$ cat src/design/bis_pkg.sv
package bis_pkg;

   // default source image limits
   localparam int MAX_WIDTH_DEF  = 256;
   localparam int MAX_HEIGHT_DEF = 256;

   // field and datapath widths
   localparam int DIM_W    = 9;
   localparam int STEP_W   = 24;
   localparam int OUTC_W   = 10;
   localparam int POS_W    = 35;
   localparam int COORD_W  = 18;
   localparam int ROWOFS_W = 27;
   localparam int LIN_W    = 28;
   localparam int AREA_W   = 18;
   localparam int FRAC_W   = 16;
   localparam int WT_W     = 33;
   localparam int ACC_W    = 40;
   localparam int CSR_AW   = 3;
   localparam int CSR_DW   = 24;

   // result queue
   localparam int RSP_DEPTH = 8;
   localparam int RSP_PW    = 3;
   localparam int RSP_CW    = 4;

   // item kinds
   localparam logic FUNC_WRITE = 1'b0;
   localparam logic FUNC_READ  = 1'b1;

   // register indexes
   localparam logic [CSR_AW-1:0] REG_SRC_WIDTH  = 3'd0;
   localparam logic [CSR_AW-1:0] REG_SRC_HEIGHT = 3'd1;
   localparam logic [CSR_AW-1:0] REG_STEP_X     = 3'd2;
   localparam logic [CSR_AW-1:0] REG_STEP_Y     = 3'd3;
   localparam logic [CSR_AW-1:0] REG_HAS_ALPHA  = 3'd4;

   // one item after the coordinate and row offset maths
   typedef struct packed {
      logic                func;
      logic [15:0]         idx;
      logic [31:0]         rgba;
      logic [COORD_W-1:0]  x0;
      logic [COORD_W-1:0]  x1;
      logic [ROWOFS_W-1:0] y0w;
      logic [ROWOFS_W-1:0] y1w;
      logic [AREA_W-1:0]   area;
      logic [FRAC_W-1:0]   fx;
      logic [FRAC_W-1:0]   fy;
   } bis_job_type;

   // one corner beat aligned with the memory read data
   typedef struct packed {
      logic            valid;
      logic            first;
      logic            last;
      logic            oor;
      logic [WT_W-1:0] weight;
   } bis_tok_type;

endpackage

$ cat src/design/bis_blend.sv
module bis_blend (
   input  logic                 clock,
   input  logic                 reset,
   input  bis_pkg::bis_tok_type tok,
   input  logic [31:0]          rd_data,
   input  logic                 has_alpha,
   output logic                 res_valid,
   output logic [7:0]           res_red,
   output logic [7:0]           res_green,
   output logic [7:0]           res_blue,
   output logic                 res_oor
);
   import bis_pkg::*;

   logic [ACC_W-1:0] acc_ff [4];
   logic [ACC_W-1:0] acc_in [4];
   logic             fin_ff, fin_oor_ff;
   logic             out_valid_ff, out_oor_ff;
   logic [7:0]       col_ff [3];
   logic [7:0]       col_in [3];
   logic [7:0]       alpha;
   logic [15:0]      prod [3];
   logic [16:0]      quot [3];

   // weighted corner accumulation, channel k from the top byte down
   always_comb begin
      for (int k = 0; k < 4; k++) begin
         acc_in[k] = (tok.first ? ACC_W'(0) : acc_ff[k])
                   + ACC_W'(rd_data[31-8*k -: 8]) * ACC_W'(tok.weight);
      end
   end

   // alpha blend onto black, floor(c*a/255)
   assign alpha = has_alpha ? acc_ff[3][ACC_W-1:32] : 8'hFF;
   always_comb begin
      for (int k = 0; k < 3; k++) begin
         prod[k]   = 16'(acc_ff[k][ACC_W-1:32]) * 16'(alpha);
         quot[k]   = (17'(prod[k]) + 17'(prod[k][15:8]) + 17'd1) >> 8;
         col_in[k] = (alpha < 8'hFF) ? quot[k][7:0] : acc_ff[k][ACC_W-1:32];
      end
   end

   // control
   always_ff @(posedge clock) begin
      if (reset) begin
         fin_ff       <= 1'b0;
         out_valid_ff <= 1'b0;
      end else begin
         fin_ff       <= tok.valid && tok.last;
         out_valid_ff <= fin_ff;
      end
   end

   // payload
   always_ff @(posedge clock) begin
      if (tok.valid) begin
         for (int k = 0; k < 4; k++) acc_ff[k] <= acc_in[k];
      end
      fin_oor_ff <= tok.oor;
      out_oor_ff <= fin_oor_ff;
      for (int k = 0; k < 3; k++) col_ff[k] <= fin_oor_ff ? 8'd0 : col_in[k];
   end

   assign res_valid = out_valid_ff;
   assign res_red   = col_ff[0];
   assign res_green = col_ff[1];
   assign res_blue  = col_ff[2];
   assign res_oor   = out_oor_ff;

endmodule

$ cat config.mk
export PLATFORM = sky130hd
export DESIGN_NAME = bis_blend
export DESIGN_NICKNAME = d
export VERILOG_FILES = /design/src/design/bis_pkg.sv /design/src/design/bis_blend.sv
export SDC_FILE = /design/constraint.sdc
export NUM_CORES = 2
export LEC_CHECK = 0
export BUFFER_PORTS_ARGS = -buffer_cell sky130_fd_sc_hd__buf_2
export CORE_ASPECT_RATIO = 0.8
export CORE_MARGIN = 2
export CORE_UTILIZATION = 30
export CTS_BUF_LIST = sky130_fd_sc_hd__clkbuf_8 sky130_fd_sc_hd__clkbuf_16
export DETAILED_ROUTE_END_ITERATION = 10
export PLACE_DENSITY = 0.46
export SLEW_MARGIN = 40
export SYNTH_ARGS = -nofsm -noshare
export SYNTH_HDL_FRONTEND = slang
export SYNTH_SLANG_ARGS = --single-unit
$ cat constraint.sdc
create_clock -name clock -period 8.1 [get_ports clock]
set_input_delay 1.62 -clock clock [delete_from_list [all_inputs] [get_ports clock]]
set_output_delay 1.62 -clock clock [all_outputs]
set_load 0.03 [all_outputs]
==> run summary <==
total track usage = 16.9%
Fillers = 17,200
final wirelength = 137,000 um
Seq/Total Area, Yosys = 10.9%
Final GP Congestion = 0.821
reg-to-reg endpoint = col_ff[0][19]
Final Setup Violations = 0
Starting Density = 30.1%
Setup WS pre-CTS = 211 ps
Top Family by Delay on Critical Path = adder cells
Die Y = 367 um
Detail Route Antenna Nets = 0
TNS Setup = 0 ps
largest area contributor in the netlist = fa_1
Max stage delay on crit path = 540 ps
io pins = 98
setup repair bufs after CTS = 0
initial antenna violation count = 16
crit start category = input pin
CORE AREA = 0.164 mm2
DR WL met3 = 5650 um
vias in the first global route = 37,600
worst-path maximum fanout = 36
CTS tree = done
Area Overhead vs Synth = 7.73%
final hold violation count = 0
R2R Setup Slk = 1660 ps
htree depth = 4
Final Max Slew Viols = 0
CP max stage cell = fa_1
Worst path depth = 23
min-delay worst type = register to register
status = finished clean
setup repair after global routing missed its margin = false
clk_skew = 28.5 ps
Clock Tree Root = clkbuf_16
Synth warnings = 0
Crit path top cell by count = fa_1
clock slew at reported path FFs = 90 ps
die area = 0.168 mm2
WP data required = 8390 ps
Detailed Routing Iterations Pass 1 = 5
post-detail-place hpwl = 106,000 um
Synth Flop Type = edfxtp_1
Worst Setup SP = tok[35]
DRC Markers = 0
Max-slew headroom = 41.2%
Synth Register Bits = 188
share of cells above drive strength 1 = 5.29%
routed length on met1 = 69,900 um
Synth Area per Inst = 9.16 um2
Worst R2R Start = acc_ff[3][37]
total grt overflow = 0
Worst Path Buf+Inv = 7
TritonCTS buffer count = 17
DR top layer = met5
critical path, cell by cell = buf_4 -> buf_12 -> buf_4 -> nand2b_1 -> fa_1 -> inv_1 -> fa_1 -> inv_1 -> fa_1 -> inv_1 -> fa_1 -> ha_1 -> a21oi_1 -> o21ai_1 -> a221o_1 -> a41o_1 -> or4b_1 -> o21bai_1 -> buf_4 -> nor2_1 -> or3_1 -> a211oi_1 -> a21oi_1
distinct cell type count after synthesis = 87
final worst slack = 780 ps
Die X-Extent = 457 um
Worst setup EP type = register
worst-case reg-to-reg path depth = 23
Via-to-Cell Ratio = 4.65
clock latency at the later pin of the worst-skew pair = 570 ps
syn_nets = 6,817
commonest non-fill, non-tap cell in the layout = inv_1
crit path kind = input pin to register
DP Area = 0.0525 mm2
Sequential Area = 0.00537 mm2
Post-synth EDFFs = 160
I/O Buffers = 97
Met2 Routed Length = 59,800 um
share of the synthesized area in the top cell type = 40.7%
Non-Filler Cell Area, Final = 0.0532 mm2
FP Rows = 133
Final nets = 6,792
most frequent cells in the layout = 1,043 x inv_1, 1,004 x fa_1, 756 x nand2_1
first-pass GRT wire length = 222,000 um
max-cap violations = 0
Synth Instances = 5,384
largest net degree at the start of global routing = 62
clk sinks = 188
Vias = 35,100
clk buf depth = 2
Hold Worst Slack = 443 ps
fmax = 137 MHz
synth top area cells = fa_1 41%, edfxtp_1 9.7%, ha_1 9.1%, inv_1 7.9%, and2_1 7.6%
Final Cycle Share = 90.4%
# hold bufs at CTS = 0
ys async rst share = 0%
DR WL/cell = 18.2 um
area of the multi-input gates = 0.0390 mm2
Worst-Margin Slew = 882 ps
Iteration-0 DRC Markers = 1,951
CP arrival = 7610 ps
Cell Area, Synth = 0.0493 mm2
final worst path period need = 7320 ps
Critical path destination = acc_ff[2][37]
post-CTS sizing = 0
## stage by stage
| stage | std cells | utilization [%] |
|---|---|---|
| global placement | 7500 | 32.1 |
| detailed placement | 7500 | 32.1 |
| floorplan | 5384 | - |
| global route | 7535 | 32.4 |
| CTS | 7532 | 32.4 |
| finish | 7537 | 32.4 |
## worst register-to-register path: stages (launching register included)
cell and delay (ps):
edfxtp_1 420, nand2b_1 290, buf_4 250, and2_1 190, fa_1 560, fa_1 430, fa_1 500, inv_1 60
fa_1 480, inv_1 40, ha_1 360, and3_1 200, a221oi_1 330, o21a_2 250, o21bai_1 70, a21oi_1 130
o21ai_0 110, xnor2_1 180, ha_1 350, nand2_1 70, o31ai_1 300, nand2_1 190, or3_1 330, a311oi_1 250
## registers in the layout, indices dropped and copies added, names as in the netlist
register and flops:
res_valid 1, col_ff 24, fin_oor_ff 1, acc_ff 160
res_oor 1, fin_ff 1
## layer usage
layer	up-vias	global-route usage (%)
met5	-	0
met4	6	2.53
met3	73	2.31
met2	639	25.7
met1	18100	25.7
li1	16300	-
## how the worst min path moves through the flow
stage                from  slack (ps)         to  cells after the start
2_1_floorplan  fin_oor_ff         380    res_oor                      0
3_3_place_gp       fin_ff         420  res_valid                      1
3_5_place_dp       fin_ff         430  res_valid                      1
4_1_cts            fin_ff         450  res_valid                      1
5_1_grt            fin_ff         460  res_valid                      1
6_report           fin_ff         440  res_valid                      1
## synthesized netlist by cell type, types with 7 or more instances
cell type,instances
a211o_1,11
a211oi_1,32
a21o_1,104
a21oi_1,139
a221oi_1,7
a311oi_1,7
a31o_2,9
a31oi_1,15
and2_1,599
and3_1,21
clkbuf_1,252
dfxtp_1,28
edfxtp_1,160
fa_1,1004
ha_1,357
inv_1,1042
nand2_1,756
nand2b_1,160
nand3_1,41
nand4_1,9
nor2_1,107
nor2b_1,46
nor3_1,29
o211ai_1,10
o21a_1,30
o21ai_0,61
o21ai_1,12
o21bai_1,21
o31ai_1,8
xnor2_1,134
xor2_1,61
## kinds of logic after synthesis
logic type | count (synthesis) | share of synthesized area (%)
compound gates | 527 | 7.33
simple gates | 1808 | 18.5
fa+ha+maj | 1361 | 49.8
flops | 188 | 10.9
mux | 1 | 0.0203
xor+xnor | 196 | 3.51
buf+inv | 1303 | 10.0
## layout make-up
cell class                      count  share of cell area, %
Timing Repair Buffer              217                   2.88
Clock inverter                     15                  0.299
Multi-Input combinational cell   3893                   73.5
Clock buffer                       17                  0.800
Antenna cell                        5                 0.0235
Inverter                         1042                   7.36
Sequential cell                   188                   10.1
Tap cell                         2160                   5.08
Power is left out: the tool's default activity adds up to more than one toggle a clock period on the data nets, which glitch-free logic cannot reach.
