## src/design/bis_pkg.sv

```systemverilog
package bis_pkg;

   // default source image limits
   localparam int MAX_WIDTH_DEF  = 256;
   localparam int MAX_HEIGHT_DEF = 256;

   // field and datapath widths
   localparam int DIM_W    = 9;
   localparam int STEP_W   = 24;
   localparam int OUTC_W   = 10;
   localparam int POS_W    = 35;
   localparam int COORD_W  = 18;
   localparam int ROWOFS_W = 27;
   localparam int LIN_W    = 28;
   localparam int AREA_W   = 18;
   localparam int FRAC_W   = 16;
   localparam int WT_W     = 33;
   localparam int ACC_W    = 40;
   localparam int CSR_AW   = 3;
   localparam int CSR_DW   = 24;

   // result queue
   localparam int RSP_DEPTH = 8;
   localparam int RSP_PW    = 3;
   localparam int RSP_CW    = 4;

   // item kinds
   localparam logic FUNC_WRITE = 1'b0;
   localparam logic FUNC_READ  = 1'b1;

   // register indexes
   localparam logic [CSR_AW-1:0] REG_SRC_WIDTH  = 3'd0;
   localparam logic [CSR_AW-1:0] REG_SRC_HEIGHT = 3'd1;
   localparam logic [CSR_AW-1:0] REG_STEP_X     = 3'd2;
   localparam logic [CSR_AW-1:0] REG_STEP_Y     = 3'd3;
   localparam logic [CSR_AW-1:0] REG_HAS_ALPHA  = 3'd4;

   // one item after the coordinate and row offset maths
   typedef struct packed {
      logic                func;
      logic [15:0]         idx;
      logic [31:0]         rgba;
      logic [COORD_W-1:0]  x0;
      logic [COORD_W-1:0]  x1;
      logic [ROWOFS_W-1:0] y0w;
      logic [ROWOFS_W-1:0] y1w;
      logic [AREA_W-1:0]   area;
      logic [FRAC_W-1:0]   fx;
      logic [FRAC_W-1:0]   fy;
   } bis_job_type;

   // one corner beat aligned with the memory read data
   typedef struct packed {
      logic            valid;
      logic            first;
      logic            last;
      logic            oor;
      logic [WT_W-1:0] weight;
   } bis_tok_type;

endpackage

```

## src/design/bis_addr.sv

```systemverilog
module bis_addr (
   input  logic                        clock,
   input  logic                        reset,
   input  logic                        in_valid,
   output logic                        in_ready,
   input  logic                        in_func,
   input  logic [15:0]                 in_idx,
   input  logic [31:0]                 in_rgba,
   input  logic [bis_pkg::OUTC_W-1:0]  in_x,
   input  logic [bis_pkg::OUTC_W-1:0]  in_y,
   input  logic [bis_pkg::STEP_W-1:0]  step_x,
   input  logic [bis_pkg::STEP_W-1:0]  step_y,
   input  logic [bis_pkg::DIM_W-1:0]   width,
   input  logic [bis_pkg::DIM_W-1:0]   height,
   output logic                        out_valid,
   input  logic                        out_ready,
   output bis_pkg::bis_job_type        out_job
);
   import bis_pkg::*;

   logic             m_valid_ff;
   logic             m_func_ff;
   logic [15:0]      m_idx_ff;
   logic [31:0]      m_rgba_ff;
   logic [POS_W-1:0] m_px_ff, m_py_ff;
   logic [POS_W-1:0] px_in, py_in;
   logic             j_valid_ff;
   bis_job_type      job_ff, job_in;
   logic             j_ready;
   logic [COORD_W-1:0] x0, y0, y1;
   logic [COORD_W:0]   x0p, y0p;
   logic [DIM_W-1:0]   wm1, hm1;

   assign j_ready  = !j_valid_ff || out_ready;
   assign in_ready = !m_valid_ff || j_ready;

   // source position in Q.17: (2*out + 1) * step
   assign px_in = POS_W'({in_x, 1'b1}) * POS_W'(step_x);
   assign py_in = POS_W'({in_y, 1'b1}) * POS_W'(step_y);

   // neighbour coordinates, right and bottom clamped to the edge
   assign x0  = m_px_ff[POS_W-1:17];
   assign y0  = m_py_ff[POS_W-1:17];
   assign x0p = {1'b0, x0} + (COORD_W+1)'(1);
   assign y0p = {1'b0, y0} + (COORD_W+1)'(1);
   assign wm1 = width - DIM_W'(1);
   assign hm1 = height - DIM_W'(1);
   assign y1  = (y0p < (COORD_W+1)'(hm1)) ? y0p[COORD_W-1:0] : COORD_W'(hm1);

   always_comb begin
      job_in      = '0;
      job_in.func = m_func_ff;
      job_in.idx  = m_idx_ff;
      job_in.rgba = m_rgba_ff;
      job_in.x0   = x0;
      job_in.x1   = (x0p < (COORD_W+1)'(wm1)) ? x0p[COORD_W-1:0] : COORD_W'(wm1);
      job_in.y0w  = ROWOFS_W'(y0) * ROWOFS_W'(width);
      job_in.y1w  = ROWOFS_W'(y1) * ROWOFS_W'(width);
      job_in.area = AREA_W'(width) * AREA_W'(height);
      job_in.fx   = m_px_ff[FRAC_W:1];
      job_in.fy   = m_py_ff[FRAC_W:1];
   end

   // stage valids
   always_ff @(posedge clock) begin
      if (reset) begin
         m_valid_ff <= 1'b0;
         j_valid_ff <= 1'b0;
      end else begin
         if (in_ready) m_valid_ff <= in_valid;
         if (j_ready) j_valid_ff <= m_valid_ff;
      end
   end

   // stage payload
   always_ff @(posedge clock) begin
      if (in_ready && in_valid) begin
         m_func_ff <= in_func;
         m_idx_ff  <= in_idx;
         m_rgba_ff <= in_rgba;
         m_px_ff   <= px_in;
         m_py_ff   <= py_in;
      end
      if (j_ready && m_valid_ff) job_ff <= job_in;
   end

   assign out_valid = j_valid_ff;
   assign out_job   = job_ff;

endmodule

```

## config.mk

```make
export PLATFORM = sky130hd
export DESIGN_NAME = bis_addr
export DESIGN_NICKNAME = d
export VERILOG_FILES = /design/src/design/bis_pkg.sv /design/src/design/bis_addr.sv
export SDC_FILE = /design/constraint.sdc
export NUM_CORES = 2
export LEC_CHECK = 0
export BUFFER_PORTS_ARGS = -buffer_cell sky130_fd_sc_hd__buf_4
export CELL_PAD_IN_SITES_DETAIL_PLACEMENT = 1
export CELL_PAD_IN_SITES_GLOBAL_PLACEMENT = 1
export CORE_MARGIN = 2
export CORE_UTILIZATION = 53
export DETAILED_ROUTE_END_ITERATION = 8
export PLACE_DENSITY = 0.93
export SYNTH_ARGS = -nofsm -noshare
export SYNTH_HDL_FRONTEND = slang
export SYNTH_SLANG_ARGS = --single-unit
```

## constraint.sdc

```tcl
create_clock -name clock -period 19.25 [get_ports clock]
set_input_delay 3.85 -clock clock [delete_from_list [all_inputs] [get_ports clock]]
set_output_delay 3.85 -clock clock [all_outputs]
set_load 0.01 [all_outputs]
```

==> summary.txt <==
GRT
  • GR Layer Usage met2: 61.7%
  • Met1 global-route usage: 39.1%
  • Largest net degree at the start of global routing: 75
  • Number of antenna violations at the first check in global routing: 10
  • Vias in the first global route: 34.1k
  • GRT Residual Overflow: 0
  • GRT Overall Usage: 34.1%
  • M3 GR Usage: 5.88%
  • Gr busiest metal: met2
  • First-pass GRT wire length: 196000 um

Cells and area
  • Fraction of layout cells with a size suffix above 1: 10.3%
  • Layout Cells excl Fill: 5060
  • Most common cell after layout, fill and taps aside: inv_1
  • Nets: 5169
  • Design Area, Final: 43400 um2
  • Final core utilization: 59.7%
  • Layout area overhead: 12.1%
  • Commonest non-fill, non-tap cells in the layout: inv_1 (751), fa_1 (670), nand2_1 (529), and2_1 (341), buf_4 (333)
  • Filler Cells Inserted: 7881

STA
  • RSZ-0062 raised after global routing: false
  • Hold Fails Final Rpt: 0
  • Slew @ Worst Pin: 1.30 ns
  • Highest clock rate: 86.1 MHz
  • Clock Skew: 0.0557 ns
  • Final Max Tran Viols: 0
  • Slew headroom: 12.5%
  • Period utilization: 60.3%
  • Final Setup Violations: 0
  • Final TNS setup: 0 ns
  • Tmin final: 11.61 ns

Die
  • Die Area: 75100 um2
  • Core box area: 72600 um2
  • Die height: 274 um
  • Chip width: 274 um
  • Placement Rows: 99
  • Starting Density: 53.3%
  • Top Ports: 330

Critical path
  • Worst path slowest cell: a2111oi_4
  • Worst R2R End: out_job[69]$_DFFE_PP_
  • CP max stage delay: 1.01 ns
  • FF-to-FF path depth: 27
  • Worst-path maximum fanout: 12
  • Reg2reg start: m_py_ff[17]$_DFFE_PP_
  • Most frequent CP cell: fa_1
  • Critical path data arrival time: 11.95 ns
  • CP Buf/Inv Count: 4
  • Worst setup SP type: primary input
  • Critical path capture point type: register
  • Required time worst endpoint: 19.59 ns
  • Critical path type: in2reg
  • Delay-heaviest family, CP: adder cells
  • FF-to-FF setup slack: 10.15 ns

CTS
  • Post-CTS setup buffers: 0
  • Post-CTS Hold Buffers: 0
  • CTS buffer count: 39
  • Max clock buf depth: 3
  • Worst skew pair latency: 0.63 ns
  • # clock sinks: 308
  • Root buf cell: clkbuf_16
  • H-tree depth: 2
  • Clock-pin slew on the worst setup and hold paths: 0.07 ns
  • Post_cts resized: 0
  • CTS tree: done

Logic synthesis
  • Register bit total from synthesis: 308
  • Syn. warnings: 0
  • Prevailing post-synth register cell: edfxtp_1
  • Mapped cell area: 38700 um2
  • Synthesized area per cell: 10.3 um2
  • Register area share after synthesis: 23.9%
  • Distinct cells, synth: 67
  • Cells after Synth: 3766
  • Number of synthesized flops with an enable pin: 306
  • Fraction of registers with async set/reset: 0%

Route
  • Drt drc: 0
  • Pre-antenna DRT Iters: 6
  • Iter 0 DRT Violations: 2606
  • Vias per cell: 5.91
  • Via count: 29.9k
  • Final wirelength: 133000 um
  • Drt wl/cell: 26.3 um
  • ANT nets after route: 0

Min path
  • Hold Path Stages: 0
  • Worst hold path type: reg2reg
  • Hold Path Origin: m_idx_ff[9]$_DFFE_PP_
  • Hold Path End: out_job[181]$_DFFE_PP_

Placement
  • Cells after DPL: 4980
  • HPWL Detailed: 92400 um
  • Placer Congestion: 0.866
  • Dpl cell area: 42100 um2
  • PortBufs: 329

Run
  • Max Cap Viol: 0

Run status
  • Status: complete, no violations
flip-flops by register name, summed over array words and instances, names as in the netlist:
name / flops
m_idx_ff: 16
m_rgba_ff: 32
out_valid: 1
m_valid_ff: 1
out_job: 189
m_py_ff: 34
m_px_ff: 34
m_func_ff: 1
cell usage after synthesis, types with 4 or more instances:
cell / instances / share of area, %
a211oi_1: 11 / 0.21
a21o_1: 56 / 1.1
a21oi_1: 114 / 1.5
a31o_2: 4 / 0.091
a31oi_1: 15 / 0.24
and2_1: 342 / 5.5
and3_1: 16 / 0.26
buf_1: 6 / 0.058
clkbuf_1: 157 / 1.5
edfxtp_1: 306 / 24
fa_1: 670 / 35
ha_1: 298 / 9.6
inv_1: 751 / 7.3
mux2i_1: 12 / 0.31
mux2i_2: 9 / 0.32
nand2_1: 529 / 5.1
nand2b_1: 12 / 0.19
nand3_1: 32 / 0.41
nand4_1: 15 / 0.24
nor2_1: 65 / 0.63
nor2b_1: 17 / 0.28
nor3_1: 16 / 0.21
nor4_1: 8 / 0.13
o211ai_1: 8 / 0.16
o21a_1: 9 / 0.17
o21ai_0: 40 / 0.52
o21ai_1: 22 / 0.28
o21bai_1: 5 / 0.097
o31a_1: 5 / 0.11
o31ai_1: 6 / 0.12
or2_2: 5 / 0.081
or3_1: 5 / 0.081
xnor2_1: 102 / 2.3
xor2_1: 41 / 0.93
stage by stage:
| stage | hold slack [ns] | setup WS, ns |
|---|---|---|
| final | 0.387 | 7.64 |
| after floorplan | 0.400 | 6.21 |
| after detailed placement | 0.406 | 7.31 |
| after CTS | 0.378 | 7.67 |
| after global routing | 0.400 | 7.24 |
| after global placement | 0.400 | 7.67 |
how the worst max path moves through the flow:
stage | from | endpoint | slack, ns | cells after the start
6_report | height[4] | out_job[69]$_DFFE_PP_ | 7.64 | 25
5_1_grt | height[4] | out_job[69]$_DFFE_PP_ | 7.24 | 25
4_1_cts | height[4] | out_job[69]$_DFFE_PP_ | 7.67 | 25
3_5_place_dp | height[4] | out_job[69]$_DFFE_PP_ | 7.31 | 25
3_3_place_gp | height[4] | out_job[69]$_DFFE_PP_ | 7.67 | 25
2_1_floorplan | out_ready | out_job[0]$_DFFE_PP_ | 6.21 | 2
per-layer routing:
metal	vias up	wire, um
li1	12200	-
met1	15300	45400
met2	1789	68600
met3	625	10600
met4	2	8490
met5	-	13
final cells by class:
type	count	area [um2]	area share (%)
clock inverters	24	246	0.569
well taps	959	1200	2.77
multi-input cells	2629	26300	60.7
flip-flops and latches	308	9230	21.3
inverters	751	2820	6.50
repair buffers	333	2500	5.77
clock buffers	47	1010	2.32
diodes	9	22.5	0.0519
worst register-to-register path, cell delays in order, from the launching register on:
cell and delay, ns:
edfxtp_1 0.83, ha_1 0.41, nand3_1 0.13, xor2_1 0.33
inv_1 0.08, ha_1 0.31, a21oi_1 0.17, o21ai_1 0.10
a21oi_1 0.15, o21ai_1 0.12, a2111oi_4 1.01, mux2i_2 0.64
nand2_1 0.16, fa_1 0.54, inv_1 0.06, fa_1 0.52
fa_1 0.57, inv_1 0.06, fa_1 0.50, inv_1 0.05
ha_1 0.33, and3_1 0.24, a221o_1 0.36, o31ai_1 0.58
o31a_1 0.25, nand2b_1 0.08, a21oi_1 0.20, xnor2_1 0.09
cell families (layout without fill, tap and decap cells):
logic type               count (synthesis)  count (layout)  share of synthesized area (%)
flip-flops                             308             308                           23.9
other                                    2              99                         0.0194
adder cells (fa/ha/maj)                968             968                           44.3
multiplexers                            21              21                          0.631
AO/OA/AOI/OAI                          328             328                           5.39
AND/OR/NAND/NOR                       1079            1079                           13.6
buffers and inverters                  917            1155                           8.93
XOR/XNOR                               143             143                           3.24
Power is not shown: default switching activity piles up to over one toggle a cycle in this logic, so the estimate is an artifact.
